===== src/hdl/assert_macros.svh =====
// Assertion macros used by the RTL of the predictor selector.
// Checks compile away when SYNTHESIS is defined.
`ifndef ASSERT_MACROS_SVH
`define ASSERT_MACROS_SVH
`ifndef SYNTHESIS
// Property must hold at every clock edge outside reset.
`define ASSERT_HOLDS(lbl, clk, rst, prop, msg) \
   lbl: assert property (@(posedge clk) disable iff (rst) (prop)) else $error(msg);
// Condition must never be seen at a clock edge outside reset.
`define ASSERT_NEVER(lbl, clk, rst, cond, msg) \
   lbl: assert property (@(posedge clk) disable iff (rst) !(cond)) else $error(msg);
`else
`define ASSERT_HOLDS(lbl, clk, rst, prop, msg)
`define ASSERT_NEVER(lbl, clk, rst, cond, msg)
`endif
`endif


===== src/hdl/wpsel_pkg.sv =====
// Shared types and constants of the windowed predictor selector.
// No dependencies; used by the top level.
package wpsel_pkg;

   localparam int LABEL_FIELD_BITS = 8;
   localparam int DROP_FIELD_BITS  = 11;
   localparam int HIT_BITS         = 3;

   // Position of each predictor's correctness bit in a ring entry
   localparam int HIT_SHORT_POS = 0;
   localparam int HIT_LONG_POS  = 1;
   localparam int HIT_BOTH_POS  = 2;

   localparam logic KIND_PREDICT = 1'b0;
   localparam logic KIND_SHORTEN = 1'b1;

   typedef logic [HIT_BITS-1:0] hit_vec_type;

endpackage


===== src/hdl/wpsel_ram.sv =====
// Generic single-clock RAM: one write port, one read port, registered read data.
// No dependencies.
module wpsel_ram #(
   parameter int WIDTH = 3,
   parameter int DEPTH = 1024
) (
   input  logic                     clock,
   input  logic                     wr_en,
   input  logic [$clog2(DEPTH)-1:0] wr_addr,
   input  logic [WIDTH-1:0]         wr_data,
   input  logic                     rd_en,
   input  logic [$clog2(DEPTH)-1:0] rd_addr,
   output logic [WIDTH-1:0]         rd_data
);

   logic [WIDTH-1:0] mem [DEPTH];

   always_ff @(posedge clock) begin
      if (wr_en) begin
         mem[wr_addr] <= wr_data;
      end
      if (rd_en) begin
         rd_data <= mem[rd_addr];
      end
   end

endmodule


===== src/hdl/windowed_predictor_selector_unit.sv =====
// Windowed predictor selector: a ring of past correctness bits with running scores.
// Depends on wpsel_pkg, wpsel_ram and assert_macros.svh.
//
// Usage:
//   req_* carries one transaction: a predict (kind 0) with three labels and three
//   correctness bits, or a shorten (kind 1) with a drop amount. rsp_* returns the
//   chosen label for each predict; a shorten returns nothing.
//   The result of a predict is presented the cycle after acceptance. A predict
//   writes its entry directly while the ring is not full and passes through
//   ST_APPEND when it is full, since the oldest entry is read through the
//   registered RAM read port before it is overwritten. A shorten that drops n
//   entries (n = min(drop_amount, fill)) issues its first read from idle and the
//   rest from ST_DRAIN: one RAM read per cycle, with the scores updated from each
//   read word the cycle after. Reset clears pointers, fill count, scores and the
//   result valid flag; the ring RAM is not cleared (only written entries are read).
//   A stalled result holds in the output register; a new transaction is taken
//   only when the output register is empty or being drained that same cycle.
`include "assert_macros.svh"

module windowed_predictor_selector_unit #(
   parameter int RING_DEPTH = 1024,
   parameter int LABEL_BITS = 8
) (
   input  logic                                  clock,
   input  logic                                  reset,
   input  logic                                  req_valid,
   output logic                                  req_ready,
   input  logic                                  req_kind,
   input  logic [wpsel_pkg::LABEL_FIELD_BITS-1:0] req_label_short,
   input  logic                                  req_hit_short,
   input  logic [wpsel_pkg::LABEL_FIELD_BITS-1:0] req_label_long,
   input  logic                                  req_hit_long,
   input  logic [wpsel_pkg::LABEL_FIELD_BITS-1:0] req_label_both,
   input  logic                                  req_hit_both,
   input  logic [wpsel_pkg::DROP_FIELD_BITS-1:0]  req_drop_amount,
   output logic                                  rsp_valid,
   input  logic                                  rsp_ready,
   output logic [wpsel_pkg::LABEL_FIELD_BITS-1:0] rsp_chosen_label
);

   import wpsel_pkg::*;

   localparam int PTR_BITS = $clog2(RING_DEPTH);
   localparam int CNT_BITS = $clog2(RING_DEPTH + 1);
   localparam int CMP_BITS = (CNT_BITS > DROP_FIELD_BITS) ? CNT_BITS : DROP_FIELD_BITS;
   localparam int OUT_BITS = (LABEL_BITS < LABEL_FIELD_BITS) ? LABEL_BITS : LABEL_FIELD_BITS;

   typedef enum logic [1:0] {
      ST_IDLE,
      ST_APPEND,
      ST_DRAIN
   } state_type;

   state_type             state_ff, state_in;
   logic [PTR_BITS-1:0]   head_ff, head_in;
   logic [PTR_BITS-1:0]   tail_ff, tail_in;
   logic [PTR_BITS-1:0]   issue_ptr_ff, issue_ptr_in;
   logic [CNT_BITS-1:0]   issue_left_ff, issue_left_in;
   logic [CNT_BITS-1:0]   fill_ff, fill_in;
   logic [CNT_BITS-1:0]   score_short_ff, score_short_in;
   logic [CNT_BITS-1:0]   score_long_ff, score_long_in;
   logic [CNT_BITS-1:0]   score_both_ff, score_both_in;
   hit_vec_type           new_hits_ff, new_hits_in;
   logic                  rsp_valid_ff, rsp_valid_in;
   logic [OUT_BITS-1:0]   label_ff, label_in;

   logic                  accept;
   logic                  ring_full;
   logic [CMP_BITS-1:0]   drop_ext;
   logic [CMP_BITS-1:0]   fill_ext;
   logic [CNT_BITS-1:0]   drop_count;
   logic                  ram_wr_en;
   logic [PTR_BITS-1:0]   ram_wr_addr;
   hit_vec_type           ram_wr_data;
   logic                  ram_rd_en;
   logic [PTR_BITS-1:0]   ram_rd_addr;
   hit_vec_type           ram_rd_data;
   hit_vec_type           req_hits;

   function automatic logic [PTR_BITS-1:0] next_slot(input logic [PTR_BITS-1:0] idx);
      logic [PTR_BITS-1:0] nxt;
      if (idx == PTR_BITS'(RING_DEPTH - 1)) begin
         nxt = '0;
      end else begin
         nxt = idx + PTR_BITS'(1);
      end
      return nxt;
   endfunction

   wpsel_ram #(
      .WIDTH (HIT_BITS),
      .DEPTH (RING_DEPTH)
   ) u_ring (
      .clock   (clock),
      .wr_en   (ram_wr_en),
      .wr_addr (ram_wr_addr),
      .wr_data (ram_wr_data),
      .rd_en   (ram_rd_en),
      .rd_addr (ram_rd_addr),
      .rd_data (ram_rd_data)
   );

   assign req_ready = (state_ff == ST_IDLE) && (!rsp_valid_ff || rsp_ready);
   assign accept    = req_valid && req_ready;
   assign ring_full = (fill_ff == CNT_BITS'(RING_DEPTH));
   assign rsp_valid = rsp_valid_ff;
   assign rsp_chosen_label = LABEL_FIELD_BITS'(label_ff);

   assign req_hits[HIT_SHORT_POS] = req_hit_short;
   assign req_hits[HIT_LONG_POS]  = req_hit_long;
   assign req_hits[HIT_BOTH_POS]  = req_hit_both;

   // Clamp the drop amount to the fill count
   assign drop_ext   = CMP_BITS'(req_drop_amount);
   assign fill_ext   = CMP_BITS'(fill_ff);
   assign drop_count = (drop_ext > fill_ext) ? fill_ff : CNT_BITS'(drop_ext);

   // Writes happen only in cycles that issue no read, so the ports never overlap
   always_comb begin
      state_in       = state_ff;
      head_in        = head_ff;
      tail_in        = tail_ff;
      issue_ptr_in   = issue_ptr_ff;
      issue_left_in  = issue_left_ff;
      fill_in        = fill_ff;
      score_short_in = score_short_ff;
      score_long_in  = score_long_ff;
      score_both_in  = score_both_ff;
      new_hits_in    = new_hits_ff;
      label_in       = label_ff;
      rsp_valid_in   = rsp_valid_ff && !rsp_ready;
      ram_wr_en      = 1'b0;
      ram_wr_addr    = head_ff;
      ram_wr_data    = req_hits;
      ram_rd_en      = 1'b0;
      ram_rd_addr    = tail_ff;

      case (state_ff)
         ST_IDLE: begin
            if (accept && req_kind == KIND_PREDICT) begin
               rsp_valid_in = 1'b1;
               if (score_long_ff > score_short_ff && score_long_ff > score_both_ff) begin
                  label_in = OUT_BITS'(req_label_long);
               end else if (score_short_ff > score_long_ff &&
                            score_short_ff > score_both_ff) begin
                  label_in = OUT_BITS'(req_label_short);
               end else begin
                  label_in = OUT_BITS'(req_label_both);
               end
               if (ring_full) begin
                  // Fetch the oldest entry before its slot is reused
                  ram_rd_en   = 1'b1;
                  new_hits_in = req_hits;
                  state_in    = ST_APPEND;
               end else begin
                  ram_wr_en      = 1'b1;
                  head_in        = next_slot(head_ff);
                  fill_in        = fill_ff + CNT_BITS'(1);
                  score_short_in = score_short_ff + CNT_BITS'(req_hit_short);
                  score_long_in  = score_long_ff + CNT_BITS'(req_hit_long);
                  score_both_in  = score_both_ff + CNT_BITS'(req_hit_both);
               end
            end else if (accept && drop_count != '0) begin
               ram_rd_en     = 1'b1;
               issue_ptr_in  = next_slot(tail_ff);
               issue_left_in = drop_count - CNT_BITS'(1);
               state_in      = ST_DRAIN;
            end
         end
         ST_APPEND: begin
            ram_wr_en      = 1'b1;
            ram_wr_data    = new_hits_ff;
            head_in        = next_slot(head_ff);
            tail_in        = next_slot(tail_ff);
            score_short_in = score_short_ff + CNT_BITS'(new_hits_ff[HIT_SHORT_POS])
                             - CNT_BITS'(ram_rd_data[HIT_SHORT_POS]);
            score_long_in  = score_long_ff + CNT_BITS'(new_hits_ff[HIT_LONG_POS])
                             - CNT_BITS'(ram_rd_data[HIT_LONG_POS]);
            score_both_in  = score_both_ff + CNT_BITS'(new_hits_ff[HIT_BOTH_POS])
                             - CNT_BITS'(ram_rd_data[HIT_BOTH_POS]);
            state_in       = ST_IDLE;
         end
         ST_DRAIN: begin
            // Retire the entry read last cycle, issue the next read if any remain
            tail_in        = next_slot(tail_ff);
            fill_in        = fill_ff - CNT_BITS'(1);
            score_short_in = score_short_ff - CNT_BITS'(ram_rd_data[HIT_SHORT_POS]);
            score_long_in  = score_long_ff - CNT_BITS'(ram_rd_data[HIT_LONG_POS]);
            score_both_in  = score_both_ff - CNT_BITS'(ram_rd_data[HIT_BOTH_POS]);
            ram_rd_addr    = issue_ptr_ff;
            if (issue_left_ff != '0) begin
               ram_rd_en     = 1'b1;
               issue_ptr_in  = next_slot(issue_ptr_ff);
               issue_left_in = issue_left_ff - CNT_BITS'(1);
            end else begin
               state_in = ST_IDLE;
            end
         end
         default: begin
            state_in = ST_IDLE;
         end
      endcase
   end

   always_ff @(posedge clock) begin
      if (reset) begin
         state_ff       <= ST_IDLE;
         head_ff        <= '0;
         tail_ff        <= '0;
         issue_ptr_ff   <= '0;
         issue_left_ff  <= '0;
         fill_ff        <= '0;
         score_short_ff <= '0;
         score_long_ff  <= '0;
         score_both_ff  <= '0;
         rsp_valid_ff   <= 1'b0;
      end else begin
         state_ff       <= state_in;
         head_ff        <= head_in;
         tail_ff        <= tail_in;
         issue_ptr_ff   <= issue_ptr_in;
         issue_left_ff  <= issue_left_in;
         fill_ff        <= fill_in;
         score_short_ff <= score_short_in;
         score_long_ff  <= score_long_in;
         score_both_ff  <= score_both_in;
         rsp_valid_ff   <= rsp_valid_in;
      end
      new_hits_ff <= new_hits_in;
      label_ff    <= label_in;
   end

   `ASSERT_HOLDS(a_fill_bound, clock, reset, fill_ff <= CNT_BITS'(RING_DEPTH), "fill count exceeds ring depth")
   `ASSERT_HOLDS(a_score_bound, clock, reset, score_short_ff <= fill_ff && score_long_ff <= fill_ff && score_both_ff <= fill_ff, "score exceeds fill count")
   `ASSERT_NEVER(a_busy_ready, clock, reset, state_ff != ST_IDLE && req_ready, "transaction taken while busy")
   `ASSERT_HOLDS(a_shorten_shrinks, clock, reset, (accept && req_kind == KIND_SHORTEN) |=> fill_ff <= $past(fill_ff), "shorten grew the window")

endmodule

===== config.mk =====
export PLATFORM = sky130hd
export DESIGN_NAME = windowed_predictor_selector_unit
export DESIGN_NICKNAME = d
export VERILOG_FILES = /design/src/hdl/wpsel_pkg.sv /design/src/hdl/wpsel_ram.sv /design/src/hdl/windowed_predictor_selector_unit.sv
export VERILOG_INCLUDE_DIRS = /design/src /design/src/hdl
export SDC_FILE = /design/constraint.sdc
export NUM_CORES = 2
export LEC_CHECK = 0
export BUFFER_PORTS_ARGS = -buffer_cell sky130_fd_sc_hd__buf_2
export CAP_MARGIN = 10
export CORE_MARGIN = 4
export CORE_UTILIZATION = 45
export CTS_CLUSTER_DIAMETER = 60
export CTS_CLUSTER_SIZE = 10
export DETAILED_ROUTE_END_ITERATION = 8
export PLACE_DENSITY = 0.58
export SETUP_SLACK_MARGIN = 0.3
export SLEW_MARGIN = 20
export SYNTH_ARGS = -nofsm -noshare
export SYNTH_HDL_FRONTEND = slang
export SYNTH_SLANG_ARGS = --single-unit

===== constraint.sdc =====
create_clock -name clock -period 13.8 [get_ports clock]
set_input_delay 0 -clock clock [delete_from_list [all_inputs] [get_ports clock]]
set_output_delay 0 -clock clock [all_outputs]
set_load 0.1 [all_outputs]

======== Yosys cells after proc, flatten, opt, wreduce, memory -nomap -nowiden ========
Memory sizes are Yosys's and may differ from the RTL's. A register that Yosys moved wholly into a read port is not among the register bits.
Index checks and enable logic that the tools add are counted.
storage, ports and cells
  output and inout bits ................... 10
  logic and storage cells ................. 124
  memories kept ........................... 1
  RAM bits ................................ 3072
  register bits ........................... 99
  input bits .............................. 43
operators by class
  equal/unequal tests ..................... 14
  magnitude comparators ................... 5
  bitwise logic cells ..................... 1
  add/subtract/negate cells ............... 19
  multiplexer cells ....................... 48
  reduce and logical (&&, ||, !) cells .... 24
memories
  name        words  width  read ports  clocked after memory_dff  wr ports  RTL line         text
  u_ring.mem  1024   3      1           1                         1         wpsel_ram.sv:16  logic [WIDTH-1:0] mem [DEPTH];
operators with widths
  operator                 number
  $mux W11                 12
  $pmux W11 S3             3
  $mux W10                 9
  $add A11 B1 Y11          6
  $sub A11 B1 Y11          6
  $gt A11 B11 Y1           5
  $pmux W11 S2             2
  $pmux W10 S2             2
  $sub A11 B1 Y11 const B  3
  $add A10 B1 Y10 const B  3
  $eq A10 B10 Y1 const B   3
  $reduce_bool A11 Y1      2
  $mux W8                  2
  $reduce_and A3 Y1        5
  $add A11 B1 Y11 const B  1
  $eq A11 B11 Y1 const B   1
  $mux W1                  10
  $mux W2                  4
  $ne A2 B2 Y1 const B     4
  $logic_and A1 B1 Y1      7
  $ne A2 B1 Y1 const B     2
  $pmux W1 S2              2
  $pmux W2 S2              1
  $reduce_and A4 Y1        1
  other kinds (13)         15

======== Logic depth before layout (Yosys ltp) ========
  depth after elaboration ................. 9
  gate-level depth with buffers ........... 23
  depth with buffers taken out ............ 17

======== Modules after synthesis ========
Synthesis repeated with hierarchy kept, for this count alone.
second synthesis, totals
  cells, all modules ...................... 7707
  area total of the unflattened synthesis .. 132983.8 um2
modules (own cells, without submodules)
  module                            cells each  area each (um2)  instances  sequential area each (um2)
  wpsel_ram                         6544        123732.4         1          92338.6
  windowed_predictor_selector_unit  1163        9251.4           1          2092.0

======== Least setup slack after synthesis ========
Ideal clock, no wire load.
  kind .................................... register -> register
  from .................................... reg state_ff[1]
  to ...................................... mem u_ring.mem[0][0] (data pin)
  path slack .............................. 3.963 ns
  required time ........................... 12.177 ns
  arrival time ............................ 8.213 ns
  cell stages (with the launch flop) ...... 7
  clock period less this slack ............ 9.837 ns
  library setup time ...................... 1.623 ns
  path buffers ............................ 3
  cells stage by stage .................... dfxtp_1 -> inv_1 -> ha_1 -> clkbuf_1 -> clkbuf_1 -> buf_1 -> mux2_2
between the ends
  longest elaborated chain between the ends .. 2
ends and longest elaborated chain
  element                 RTL line                                 text
  from (decl)             windowed_predictor_selector_unit.sv:54   state_type state_ff, state_in;
  from (signal assigned)  windowed_predictor_selector_unit.sv:218  state_ff <= state_in;
  $eq A2 B1 Y1            windowed_predictor_selector_unit.sv:138  case (state_ff)
  $mux W3                 windowed_predictor_selector_unit.sv:138
  net ram_wr_data[0]      windowed_predictor_selector_unit.sv:74   hit_vec_type ram_wr_data;
  to (decl)               wpsel_ram.sv:16
The timed path passes the listed nets, and every way through them passes these cells.

======== Final worst setup path ========
  from .................................... reg state_ff[0]
  to ...................................... reg u_ring.rd_data[2], read port of u_ring.mem (data pin)
between the ends
  longest elaborated chain between the ends .. 7
  elaborated cells between the ends (all ways) .. 10
  those cells by class .................... eq/ne (1); mux (4); reduce/logical (5)
ends and longest elaborated chain
  element              RTL line                                                                          text
  $logic_not A2 Y1     windowed_predictor_selector_unit.sv:103, windowed_predictor_selector_unit.sv:138
  $logic_and A1 B1 Y1  windowed_predictor_selector_unit.sv:103                                           assign req_ready = (state_ff == ST_IDLE) && (!rsp_valid_ff || rsp_ready);
  $logic_and A1 B1 Y1  windowed_predictor_selector_unit.sv:104                                           assign accept = req_valid && req_ready;
  $logic_and A1 B1 Y1  windowed_predictor_selector_unit.sv:163                                           end else if (accept && drop_count != '0) begin
  $mux W1              windowed_predictor_selector_unit.sv:163
  $mux W1              windowed_predictor_selector_unit.sv:140                                           if (accept && req_kind == KIND_PREDICT) begin
  $pmux W1 S2          windowed_predictor_selector_unit.sv:138
  to (decl)            wpsel_ram.sv:13                                                                   output logic [WIDTH-1:0] rd_data
Parallel ways exist; a longest one is shown, timed or not.
A chain may end at the register's enable or synchronous reset.

==> results.tsv <==
metric	value	unit
Final Hold Fails	0	
initial antenna violation count	32	
crit path launch type	flop	
Synth area leader	edfxtp_1	
Slew headroom	16.9	%
# port buffers	52	
P_leak	0.0481	µW
FF+latch count, synth	3174	
Ys Warns	0	
setup ws final	6770	ps
largest cells by area after synthesis	edfxtp_1 70%, mux4_2 7.7%, nor2_1 3.3%	
Hold Crit Class	in -> reg	
non-filler cells, final	12700	
Tmin final	7030	ps
via count	79500	
Max Freq	142	MHz
vias in the first global route	78500	
Placed Instance Area	137000	µm²
CP arrival	7680	ps
pre-CTS setup slack	6890	ps
PwrDens	173	nW/µm²
CP startpoint	state_ff[0]	
Area Overhead vs Synth	11.2	%
syn_nets	8801	
die width	551	µm
placed cell count	12200	
Die ar.	304000	µm²
total global routing overflow	0	
Yosys top cell area share	69.7	%
max-cap check violation count	0	
FP Rows	199	
total clock sinks	3174	
clock slew at reported path FFs	60	ps
synth unique cells	84	
DRC	0	
Final nets	8860	
max incr delay on CP	840	ps
Die Y	551	µm
routability cong.	0.840	
Synth Flop Type	edfxtp_1	
worst slew pin tran	1240	ps
Avg WL per Cell	31.9	µm
required time of the worst setup path	14450	ps
Setup violations, final	0	
most used cell, CP	buf_4	
initial core utilization	45.2	%
critical path class	reg -> reg	
post-synthesis instance total	8624	
insertion delay to the later sink of the worst-skew pair	970	ps
Total Wirelength	405000	µm
final instance area	148000	µm²
CP max-delay cell	o41ai_1	
most common cell after layout, fill and taps aside	edfxtp_1	
global-route wire length before repair	576000	µm
sequential cell area fraction in the yosys report	71.1	%
Max VDD drop	0.161	mV
Core ar.	294000	µm²
hold wc startpoint	req_label_both[0]	
final setup TNS	0	ps
layout cells sized above 1	14.3	%
ys async rst share	0	%
DR vias/cell	6.27	
Avg Cell Area, Syn	15.4	µm²
endpoint class of the critical path	flop	
CTS tree	built	
HPWL after DPL	228000	µm
skew final	79.6	ps
# H-tree levels	5	
gr usage total	26.2	%
most frequent cells in the layout	3086 x edfxtp_1, 1164 x nor2_1, 780 x nand2_1, 477 x a21oi_1, 453 x mux4_2	
DRT iter0 DRCs	10900	
maximum fanout along the worst path	58	
clk root buf	clkbuf_16	
# resized after CTS	0	
worst-path cell chain	inv_1 > ha_4 > buf_4 > mux2_8 > nand2_4 > buf_4 > buf_4 > o22ai_1 > o32ai_1 > a211oi_1 > o21ai_0 > a21oi_1 > o41ai_1 > a211oi_1	
unrepaired setup endpoints after global routing	false	
fin crit share	51.0	%
CTS max path bufs	4	
DR pass1 iterations	8	
R2R Path Start	state_ff[0]	
post-layout util	50.3	%
Post-Synthesis Cell Area	133000	µm²
fillers	24300	
largest net degree at the start of global routing	216	
# IOs	53	
number of synthesized flops with an enable pin	3086	
Slew Limit Fails	0	
status	complete, no violations	
Antenna Nets Post-Route	0	
CTS Buf Count	364	
-- critical path, delay by kind of cell, from the launching register on --
kind	cells	cell delay (ps)
multiplexers	1	660
AND/OR/NAND/NOR	1	590
buffers and inverters	4	2210
AO/OA/AOI/OAI	7	2290
adder cells (fa/ha/maj)	1	380
flip-flops	1	350
-- stage by stage --
| stage | hold slack (ps) | total power [µW] |
|---|---|---|
| 3_5_place_dp | 228 | 17000 |
| 5_1_grt | 33.2 | 26500 |
| 4_1_cts | 0.255 | 25600 |
| 2_1_floorplan | 98.9 | 15800 |
| 6_report | 31.8 | 25500 |
| 3_3_place_gp | 222 | 17000 |
-- cells in the mapped netlist, types with 47 or more instances --
cell / n
o21ai_0: 168
ha_1: 127
a2111oi_0: 61
edfxtp_1: 3086
o22ai_1: 95
buf_2: 84
xnor2_1: 50
o221ai_1: 109
inv_1: 92
dfxtp_1: 88
a22oi_1: 59
mux4_2: 453
nand3_1: 56
nor2_1: 1174
a21oi_1: 478
buf_6: 63
mux2i_1: 383
clkbuf_1: 377
a211oi_1: 47
nand2_1: 817
nor3_1: 117
-- report_power, final --
part	total [µW]	internal, µW	leakage [µW]	switching, µW
Clock	8530	4810	0.00486	3720
Combinational	6040	2450	0.0148	3580
Sequential	10900	10800	0.0284	118
-- layout make-up --
| cell class | instances | area, µm² | share of cell area (%) |
|---|---|---|---|
| sequential | 3174 | 94400 | 63.9 |
| multi-input combinational | 4736 | 35400 | 24.0 |
| clock buffer | 391 | 9340 | 6.32 |
| tap | 3919 | 4900 | 3.32 |
| timing repair buffer | 315 | 2670 | 1.81 |
| clock inverter | 40 | 647 | 0.438 |
| inverter | 92 | 345 | 0.234 |
| antenna | 15 | 37.5 | 0.0254 |
-- layer usage --
| metal | vias to the layer above | GRT usage, % | part of all wire [%] |
|---|---|---|---|
| met2 | 4326 | 41.2 | 47 |
| met4 | 6 | 9.73 | 3.9 |
| li1 | 33200 | - | - |
| met5 | - | 0 | 0.0084 |
| met1 | 41100 | 36.2 | 39 |
| met3 | 816 | 5.58 | 10 |
-- timing repair --
| action | in CTS | in global routing |
|---|---|---|
| buffers inserted | 0 | 0 |
| hold endpoints to repair | 92 | 0 |
| hold buffers | 62 | 0 |
| endpoints found under the setup margin | 0 | 0 |
-- state kept, by name (all words and copies together) (netlist names), 11 cells and up --
| register | cells |
|---|---|
| score_short_ff | 11 |
| issue_left_ff | 11 |
| u_ring.mem | 3072 |
| score_both_ff | 11 |
| fill_ext | 11 |
| score_long_ff | 11 |
-- cell families after synthesis --
kind of cell | share of synthesized area, %
buffers and inverters | 2.74
and+or+nand+nor | 7.28
muxes | 10.9
DFF | 71.1
adders and majority gates | 1.30
AOI/OAI and AO/OA | 6.20
xor gates and xnor gates | 0.475
-- worst paths after layout --
kind                    endpoint  slack [ps]  cells past startpoint
min reg2reg     issue_left_ff[3]         470                      2
max            u_ring.rd_data[2]        6770                     14
min          rsp_chosen_label[0]          30                      4
max reg2reg    u_ring.rd_data[2]        6770                     14
Note: power is estimated with default switching activity, not from simulation.
